===== src/design/lpg_pkg.sv =====
// Shared types and constants for the line pixel generator.
package lpg_pkg;

    // Frame size; pixels outside 0..size-1 are never visible.
    localparam logic [10:0] FRAME_WIDTH  = 11'd720;
    localparam logic [10:0] FRAME_HEIGHT = 11'd720;

    // Configuration register indexes.
    localparam logic [1:0] CFG_CLIP_ON  = 2'd0;
    localparam logic [1:0] CFG_CENTER_X = 2'd1;
    localparam logic [1:0] CFG_CENTER_Y = 2'd2;
    localparam logic [1:0] CFG_RADIUS   = 2'd3;

    // Command codes.
    localparam logic CMD_LOAD = 1'b0;
    localparam logic CMD_STEP = 1'b1;

    // Reset values of the clip registers.
    localparam logic [10:0] RST_CENTER_X = 11'd360;
    localparam logic [10:0] RST_CENTER_Y = 11'd360;
    localparam logic [10:0] RST_RADIUS   = 11'd284;

    typedef struct packed {
        logic        clip_on;
        logic [10:0] mid_x;
        logic [10:0] mid_y;
        logic [10:0] radius;
    } cfg_t;

    // Pixel leaving the stepper; hide forces it invisible.
    typedef struct packed {
        logic signed [11:0] x;
        logic signed [11:0] y;
        logic [23:0]        color;
        logic               done;
        logic               hide;
    } pix_t;

endpackage


===== src/design/line_pixel_generator_with_clip.sv =====
// Top level of the Bresenham line pixel generator with frame and circle clip.
//
//  channel  direction  handshake          contents
//  s_*      in         tvalid/tready      tuser command, tdata endpoints and color
//  m_*      out        tvalid/tready      tdata pixel and color, tuser visible, tlast done
//  cfg_*    in         cfg_we, no wait    clip enable, circle center and radius
//
// One transaction per cycle in and one pixel per cycle out while the output is not stalled;
// a pixel passes three registers (stepper register, square register, output register).
// The line state updates in the cycle a transaction is accepted, so steps chain freely.
// Reset clears all valid flags and the line state, and marks no line loaded.
// A stalled output holds; the two inner stages keep filling until all are full.
module line_pixel_generator_with_clip
(
    input  logic        clk,
    input  logic        rst_n,
    input  logic        s_tvalid,
    output logic        s_tready,
    input  logic [71:0] s_tdata,   // start_x, start_y, end_x, end_y, line_color
    input  logic        s_tuser,   // command
    output logic        m_tvalid,
    input  logic        m_tready,
    output logic [47:0] m_tdata,   // pixel_x, pixel_y, pixel_color
    output logic        m_tuser,   // pixel_visible
    output logic        m_tlast,   // line_done
    input  logic        cfg_we,
    input  logic [1:0]  cfg_index,
    input  logic [10:0] cfg_data
);

    lpg_pkg::cfg_t cfg_reg;
    lpg_pkg::pix_t pix;
    logic          pix_valid;
    logic          pix_ready;

    // Configuration registers
    always_ff @(posedge clk or negedge rst_n)
    begin
        if (!rst_n)
        begin
            cfg_reg.clip_on <= 1'b1;
            cfg_reg.mid_x   <= lpg_pkg::RST_CENTER_X;
            cfg_reg.mid_y   <= lpg_pkg::RST_CENTER_Y;
            cfg_reg.radius  <= lpg_pkg::RST_RADIUS;
        end
        else if (cfg_we)
        begin
            case (cfg_index)
                lpg_pkg::CFG_CLIP_ON:  cfg_reg.clip_on <= cfg_data[0];
                lpg_pkg::CFG_CENTER_X: cfg_reg.mid_x   <= cfg_data;
                lpg_pkg::CFG_CENTER_Y: cfg_reg.mid_y   <= cfg_data;
                lpg_pkg::CFG_RADIUS:   cfg_reg.radius  <= cfg_data;
                default:               cfg_reg         <= cfg_reg;
            endcase
        end
    end

    lpg_step u_step
    (
        .clk        (clk),
        .rst_n      (rst_n),
        .in_valid   (s_tvalid),
        .in_ready   (s_tready),
        .command    (s_tuser),
        .start_x    (s_tdata[11:0]),
        .start_y    (s_tdata[23:12]),
        .end_x      (s_tdata[35:24]),
        .end_y      (s_tdata[47:36]),
        .line_color (s_tdata[71:48]),
        .pix        (pix),
        .pix_valid  (pix_valid),
        .pix_ready  (pix_ready)
    );

    lpg_clip u_clip
    (
        .clk       (clk),
        .rst_n     (rst_n),
        .cfg       (cfg_reg),
        .pix       (pix),
        .pix_valid (pix_valid),
        .pix_ready (pix_ready),
        .m_tvalid  (m_tvalid),
        .m_tready  (m_tready),
        .m_tdata   (m_tdata),
        .m_tuser   (m_tuser),
        .m_tlast   (m_tlast)
    );

endmodule


===== src/design/lpg_step.sv =====
// Bresenham stepper: line state and the first pixel register.
module lpg_step
(
    input  logic               clk,
    input  logic               rst_n,
    input  logic               in_valid,
    output logic               in_ready,
    input  logic               command,
    input  logic signed [11:0] start_x,
    input  logic signed [11:0] start_y,
    input  logic signed [11:0] end_x,
    input  logic signed [11:0] end_y,
    input  logic [23:0]        line_color,
    output lpg_pkg::pix_t      pix,
    output logic               pix_valid,
    input  logic               pix_ready
);

    logic signed [11:0] cur_x_reg, cur_x_next;
    logic signed [11:0] cur_y_reg, cur_y_next;
    logic signed [11:0] tgt_x_reg, tgt_x_next;
    logic signed [11:0] tgt_y_reg, tgt_y_next;
    logic signed [12:0] adx_reg, adx_next;
    logic signed [12:0] nady_reg, nady_next;
    logic signed [14:0] err_reg, err_next;
    logic               sxneg_reg, sxneg_next;
    logic               syneg_reg, syneg_next;
    logic               fin_reg, fin_next;
    logic [23:0]        color_reg, color_next;
    logic               valid_reg;
    lpg_pkg::pix_t      pix_reg, pix_next;

    logic               accept;
    logic signed [12:0] dx_w, dy_w;
    logic signed [15:0] twice_w;
    logic               mov_x, mov_y;

    assign in_ready  = !valid_reg || pix_ready;
    assign accept    = in_valid && in_ready;
    assign pix       = pix_reg;
    assign pix_valid = valid_reg;

    // Next line state for a load or one step
    always_comb
    begin
        cur_x_next = cur_x_reg;
        cur_y_next = cur_y_reg;
        tgt_x_next = tgt_x_reg;
        tgt_y_next = tgt_y_reg;
        adx_next   = adx_reg;
        nady_next  = nady_reg;
        err_next   = err_reg;
        sxneg_next = sxneg_reg;
        syneg_next = syneg_reg;
        color_next = color_reg;
        dx_w       = $signed({end_x[11], end_x}) - $signed({start_x[11], start_x});
        dy_w       = $signed({end_y[11], end_y}) - $signed({start_y[11], start_y});
        twice_w    = $signed({err_reg[14], err_reg});
        twice_w    = twice_w <<< 1;
        mov_x      = twice_w >= $signed({{3{nady_reg[12]}}, nady_reg});
        mov_y      = twice_w <= $signed({{3{adx_reg[12]}}, adx_reg});
        if (command == lpg_pkg::CMD_LOAD)
        begin
            cur_x_next = start_x;
            cur_y_next = start_y;
            tgt_x_next = end_x;
            tgt_y_next = end_y;
            color_next = line_color;
            adx_next   = dx_w[12] ? -dx_w : dx_w;
            nady_next  = dy_w[12] ? dy_w : -dy_w;
            sxneg_next = !(start_x < end_x);
            syneg_next = !(start_y < end_y);
            err_next   = $signed({{2{adx_next[12]}}, adx_next})
                       + $signed({{2{nady_next[12]}}, nady_next});
        end
        else if (!fin_reg)
        begin
            // error-term rule: x move, then y move, each from the old error
            if (mov_x)
            begin
                cur_x_next = sxneg_reg ? cur_x_reg - 12'sd1 : cur_x_reg + 12'sd1;
            end
            if (mov_y)
            begin
                cur_y_next = syneg_reg ? cur_y_reg - 12'sd1 : cur_y_reg + 12'sd1;
            end
            err_next = err_reg
                     + (mov_x ? $signed({{2{nady_reg[12]}}, nady_reg}) : 15'sd0)
                     + (mov_y ? $signed({{2{adx_reg[12]}}, adx_reg}) : 15'sd0);
        end
        fin_next       = (cur_x_next == tgt_x_next) && (cur_y_next == tgt_y_next);
        pix_next.x     = cur_x_next;
        pix_next.y     = cur_y_next;
        pix_next.color = color_next;
        pix_next.done  = fin_next;
        pix_next.hide  = (command == lpg_pkg::CMD_STEP) && fin_reg;
    end

    // Line state, updated per accepted transaction
    always_ff @(posedge clk or negedge rst_n)
    begin
        if (!rst_n)
        begin
            cur_x_reg <= '0;
            cur_y_reg <= '0;
            tgt_x_reg <= '0;
            tgt_y_reg <= '0;
            adx_reg   <= '0;
            nady_reg  <= '0;
            err_reg   <= '0;
            sxneg_reg <= 1'b0;
            syneg_reg <= 1'b0;
            fin_reg   <= 1'b1;
            color_reg <= '0;
            valid_reg <= 1'b0;
        end
        else
        begin
            if (accept)
            begin
                cur_x_reg <= cur_x_next;
                cur_y_reg <= cur_y_next;
                tgt_x_reg <= tgt_x_next;
                tgt_y_reg <= tgt_y_next;
                adx_reg   <= adx_next;
                nady_reg  <= nady_next;
                err_reg   <= err_next;
                sxneg_reg <= sxneg_next;
                syneg_reg <= syneg_next;
                fin_reg   <= fin_next;
                color_reg <= color_next;
                valid_reg <= 1'b1;
            end
            else if (pix_ready)
            begin
                valid_reg <= 1'b0;
            end
        end
    end

    // Pixel register
    always_ff @(posedge clk)
    begin
        if (accept)
        begin
            pix_reg <= pix_next;
        end
    end

endmodule


===== src/design/lpg_clip.sv =====
// Pixel filter: frame test and circle test over two registered stages.
module lpg_clip
(
    input  logic               clk,
    input  logic               rst_n,
    input  lpg_pkg::cfg_t      cfg,
    input  lpg_pkg::pix_t      pix,
    input  logic               pix_valid,
    output logic               pix_ready,
    output logic               m_tvalid,
    input  logic               m_tready,
    output logic [47:0]        m_tdata,
    output logic               m_tuser,
    output logic               m_tlast
);

    // Square stage
    lpg_pkg::pix_t      sq_pix_reg;
    logic               sq_valid_reg;
    logic               sq_frame_reg;
    logic [23:0]        sqx_reg;
    logic [23:0]        sqy_reg;
    logic [21:0]        rsq_reg;

    // Output stage
    logic               out_valid_reg;
    logic [47:0]        out_data_reg;
    logic               out_vis_reg;
    logic               out_last_reg;

    logic               sq_ready;
    logic               out_ready;
    logic               sq_load;
    logic               out_load;
    logic signed [12:0] dxc_w, dyc_w;
    logic signed [25:0] prod_x_w, prod_y_w;
    logic [21:0]        rsq_w;
    logic               in_frame_w;
    logic [24:0]        dist_w;
    logic               vis_w;

    assign out_ready = !out_valid_reg || m_tready;
    assign sq_ready  = !sq_valid_reg || out_ready;
    assign pix_ready = sq_ready;
    assign sq_load   = pix_valid && sq_ready;
    assign out_load  = sq_valid_reg && out_ready;

    // Offsets from the circle center and their squares
    always_comb
    begin
        dxc_w      = $signed({pix.x[11], pix.x}) - $signed({2'b00, cfg.mid_x});
        dyc_w      = $signed({pix.y[11], pix.y}) - $signed({2'b00, cfg.mid_y});
        prod_x_w   = dxc_w * dxc_w;
        prod_y_w   = dyc_w * dyc_w;
        rsq_w      = cfg.radius * cfg.radius;
        in_frame_w = !pix.x[11] && (pix.x[10:0] < lpg_pkg::FRAME_WIDTH)
                  && !pix.y[11] && (pix.y[10:0] < lpg_pkg::FRAME_HEIGHT);
    end

    // Distance compare and visibility
    always_comb
    begin
        dist_w = {1'b0, sqx_reg} + {1'b0, sqy_reg};
        vis_w  = !sq_pix_reg.hide && sq_frame_reg
              && (!cfg.clip_on || (dist_w <= {3'b000, rsq_reg}));
    end

    always_ff @(posedge clk or negedge rst_n)
    begin
        if (!rst_n)
        begin
            sq_valid_reg  <= 1'b0;
            out_valid_reg <= 1'b0;
        end
        else
        begin
            if (sq_load)
            begin
                sq_valid_reg <= 1'b1;
            end
            else if (out_ready)
            begin
                sq_valid_reg <= 1'b0;
            end
            if (out_load)
            begin
                out_valid_reg <= 1'b1;
            end
            else if (m_tready)
            begin
                out_valid_reg <= 1'b0;
            end
        end
    end

    // Stage payloads
    always_ff @(posedge clk)
    begin
        if (sq_load)
        begin
            sq_pix_reg   <= pix;
            sq_frame_reg <= in_frame_w;
            sqx_reg      <= prod_x_w[23:0];
            sqy_reg      <= prod_y_w[23:0];
            rsq_reg      <= rsq_w;
        end
        if (out_load)
        begin
            out_data_reg <= {sq_pix_reg.color, sq_pix_reg.y, sq_pix_reg.x};
            out_vis_reg  <= vis_w;
            out_last_reg <= sq_pix_reg.done;
        end
    end

    assign m_tvalid = out_valid_reg;
    assign m_tdata  = out_data_reg;
    assign m_tuser  = out_vis_reg;
    assign m_tlast  = out_last_reg;

endmodule


===== config.mk =====
export PLATFORM = sky130hd
export DESIGN_NAME = line_pixel_generator_with_clip
export DESIGN_NICKNAME = d
export VERILOG_FILES = /design/src/design/lpg_pkg.sv /design/src/design/line_pixel_generator_with_clip.sv /design/src/design/lpg_step.sv /design/src/design/lpg_clip.sv
export SDC_FILE = /design/constraint.sdc
export NUM_CORES = 2
export LEC_CHECK = 0
export BUFFER_PORTS_ARGS = -buffer_cell sky130_fd_sc_hd__buf_2
export CAP_MARGIN = 20
export CORE_MARGIN = 2
export CORE_UTILIZATION = 55
export CTS_CLUSTER_DIAMETER = 150
export CTS_CLUSTER_SIZE = 25
export DETAILED_ROUTE_END_ITERATION = 12
export GPL_TIMING_DRIVEN = 0
export HOLD_SLACK_MARGIN = 0.12
export PLACE_DENSITY = 0.82
export SLEW_MARGIN = 20
export SYNTH_ARGS = -nofsm -noshare
export SYNTH_HDL_FRONTEND = slang
export SYNTH_SLANG_ARGS = --single-unit

===== constraint.sdc =====
create_clock -name clk -period 8.75 [get_ports clk]
set_input_delay 0 -clock clk [delete_from_list [all_inputs] [get_ports clk]]
set_output_delay 0 -clock clk [all_outputs]
set_load 0.01 [all_outputs]

==> results.toml <==
[critical_path]
worstSetupStartpoint = "u_step.pix[27]$_DFFE_PP_"
crit_path_frequent_cell = "fa_1"
slowest_delay_ps = 520
worstPathArrival_ps = 8920
startpoint_type = "flop"
r2r_start = "u_step.pix[27]$_DFFE_PP_"
worstPathMaxFanout = 9
required_ps = 9060
worst-setup-path-type = "reg -> reg"
critPathSlowestCell = "fa_1"
endpoint_kind = "flop"

[sta]
rsz0062_at_grt = "yes"
worst_slew_pin_slew_ps = 1070
hold_viol_final = 0
finalSetupViolCount = 0
max-slew-margin-rel_pct = 27.8
min_period_over_period_pct = 98.4
max_freq_mhz = 116
drv_slew = 0
min_period_ps = 8610
fin_skew_ps = 50.8

[logic_synthesis]
ys.flop_type = "edfxtp_1"
synth_commonest_cells = "inv_1 (620), ha_1 (352), fa_1 (348)"
ys_seq_elements = 371
synth_edf_count = 218
synthArstFlopShare_pct = 41.2
synth.most_common_cell = "inv_1"
synth_top_area_share_pct = 20.0
yosysWarnings = 0
synth_seq_area_share_pct = 29.8
synth_area_sq_um = 34800
yosys-top-cells-area = "fa_1 (20%), edfxtp_1 (19%), ha_1 (13%)"
synth_largest_area_cell = "fa_1"
synth_fp_nets = 4172
synthCells = 3381
postSynthAreaPerCell_sq_um = 10.3
yosysUniqueCellTypes = 79

[routing]
drc = 0
dr.pass1.iters = 6
wl_um = 83900
ant_nets = 0
vias = 25358
drtIter0Drc = 1850
wl_per_cell_um = 18.6
vias_per_cell = 5.61

[clock_tree]
cts_buffers = 19
clk_pin_slew_worst_paths_ps = 110
cts_tree = "built"
insertion_delay_ps = 580
cts.path.max_buffers = 3
h-tree-depth = 1
cts_root_buf = "clkbuf_16"
cts.sinks = 371

[placement]
detailed_place_hpwl_um = 66700
gp_congestion = 1.05
portBuffers = 141

[global_route]
grt_use_total_pct = 25.7
overflow = 0
grt_most_used_layer = "met2"
grt_max_degree = 92
use_met1_pct = 32.7
grt_pass1_vias = 26135
antenna_found_initial = 2
grt_pass1_wl_um = 134000
use_met3_pct = 2.90
grt_use_met2_pct = 44.3

[die]
die-area_sq_um = 65300
placementRows = 92
core_sq_um = 62900
dieHeight_um = 256
ios = 143
die_x_um = 256
initial_core_util_pct = 55.4

[final_layout]
area_delta_synth_final_pct = 10.7
fin_util_pct = 61.3
layout-drive-gt1-share_pct = 11.2
nets = 4448

[run]
max-cap-violations = 0

[worst_hold_path]
hp-class = "in -> reg"
hp-start = "s_tuser"

[status]
outcome = "finished, final reports clean"
worst max-delay path, delay by kind of cell, from the launching register on:
| family | cells | cell delay, ps |
|---|---|---|
| AOI/OAI and AO/OA | 12 | 3020 |
| and+or+nand+nor | 4 | 500 |
| adders and majority gates | 8 | 3390 |
| DFF | 1 | 490 |
| buffers and inverters | 4 | 420 |
| xor gates and xnor gates | 2 | 510 |
stage by stage:
stage | area [sq um] | TNS, ps | setup slack [ps] | hold WS (ps) | instances
6_report | 38500 | 0 | 141 | 244 | 4518
5_1_grt | 38500 | -302 | -146 | 254 | 4518
3_5_place_dp | 36700 | -2030 | -502 | -15.6 | 4372
2_1_floorplan | 34800 | 0 | 785 | -296 | 3381
4_1_cts | 38300 | 0 | 25.5 | 191 | 4500
3_3_place_gp | 36600 | -959 | -341 | 218 | 4368
cell families after synthesis:
logic type               count (synthesis)  synth area share, %
adder cells (fa/ha/maj)                700                 32.7
other                                    1               0.0108
AND/OR/NAND/NOR                        756                 10.0
XOR/XNOR                               222                 5.58
flip-flops                             371                 29.8
AO/OA/AOI/OAI                          468                 8.96
buffers and inverters                  690                 7.44
multiplexers                           173                 5.50
per-layer routing:
layer / routed length (um) / part of all wire, %
met5: 0 / 0
met3: 4820 / 5.7
met1: 33400 / 40
met2: 41600 / 50
met4: 4070 / 4.8
cell usage in the layout (no fill, tap or decap), types with 27 or more instances in the layout:
cell / Yosys / final
dlygate4sd3_1: 0 / 94
ha_1: 352 / 352
a21o_1: 45 / 45
mux2i_1: 27 / 27
clkbuf_1: 56 / 65
xor2_1: 66 / 62
xnor2_1: 156 / 152
dfrtp_1: 139 / 139
inv_1: 620 / 617
o21a_1: 27 / 27
mux2_2: 146 / 146
nor2_1: 249 / 247
nor3_1: 56 / 56
nand2_1: 221 / 220
fa_1: 348 / 347
nor2b_1: 27 / 27
and2_1: 50 / 48
o21ai_0: 95 / 94
a21oi_1: 134 / 131
buf_2: 2 / 143
nand3_1: 33 / 33
edfxtp_1: 218 / 218
final timing paths:
| kind | end | slack (ps) | depth (start not counted) |
|---|---|---|---|
| worst max-delay path | u_clip.sqy_reg[23]$_DFFE_PP_ | 140 | 30 |
| worst min-delay path | u_step.pix[36]$_DFFE_PP_ | 240 | 3 |
| worst max register to register | u_clip.sqy_reg[23]$_DFFE_PP_ | 140 | 30 |
| worst min register to register | u_clip.m_tdata[10]$_DFFE_PP_ | 410 | 0 |
| max in group asynchronous | cfg_reg[17]$_DFFE_PN1P_ | 7640 | 4 |
| min in group asynchronous | cfg_reg[33]$_DFFE_PN1P_ | 560 | 3 |
repair_timing:
| item | 4_1_cts | 5_1_grt |
|---|---|---|
| buffers inserted | 0 | 17 |
| setup endpoints to repair | 9 | 8 |
| pin swaps | 0 | 4 |
| hold buffers | 95 | 0 |
| gates resized for setup | 19 | 17 |
| endpoints found under the hold margin | 304 | 0 |
final cells by class:
type | instances | area [sq um]
Fill cell | 5056 | 24300
Multi-Input combinational cell | 2320 | 22000
Sequential cell | 371 | 10400
Inverter | 628 | 2370
Timing Repair Buffer | 257 | 1910
Tap cell | 846 | 1060
Clock buffer | 31 | 520
Buffer | 60 | 234
Clock inverter | 3 | 47.5
Antenna cell | 2 | 5.00
Power is left out: the tool's default activity adds up to more than one toggle a clock period on the data nets, which glitch-free logic cannot reach.
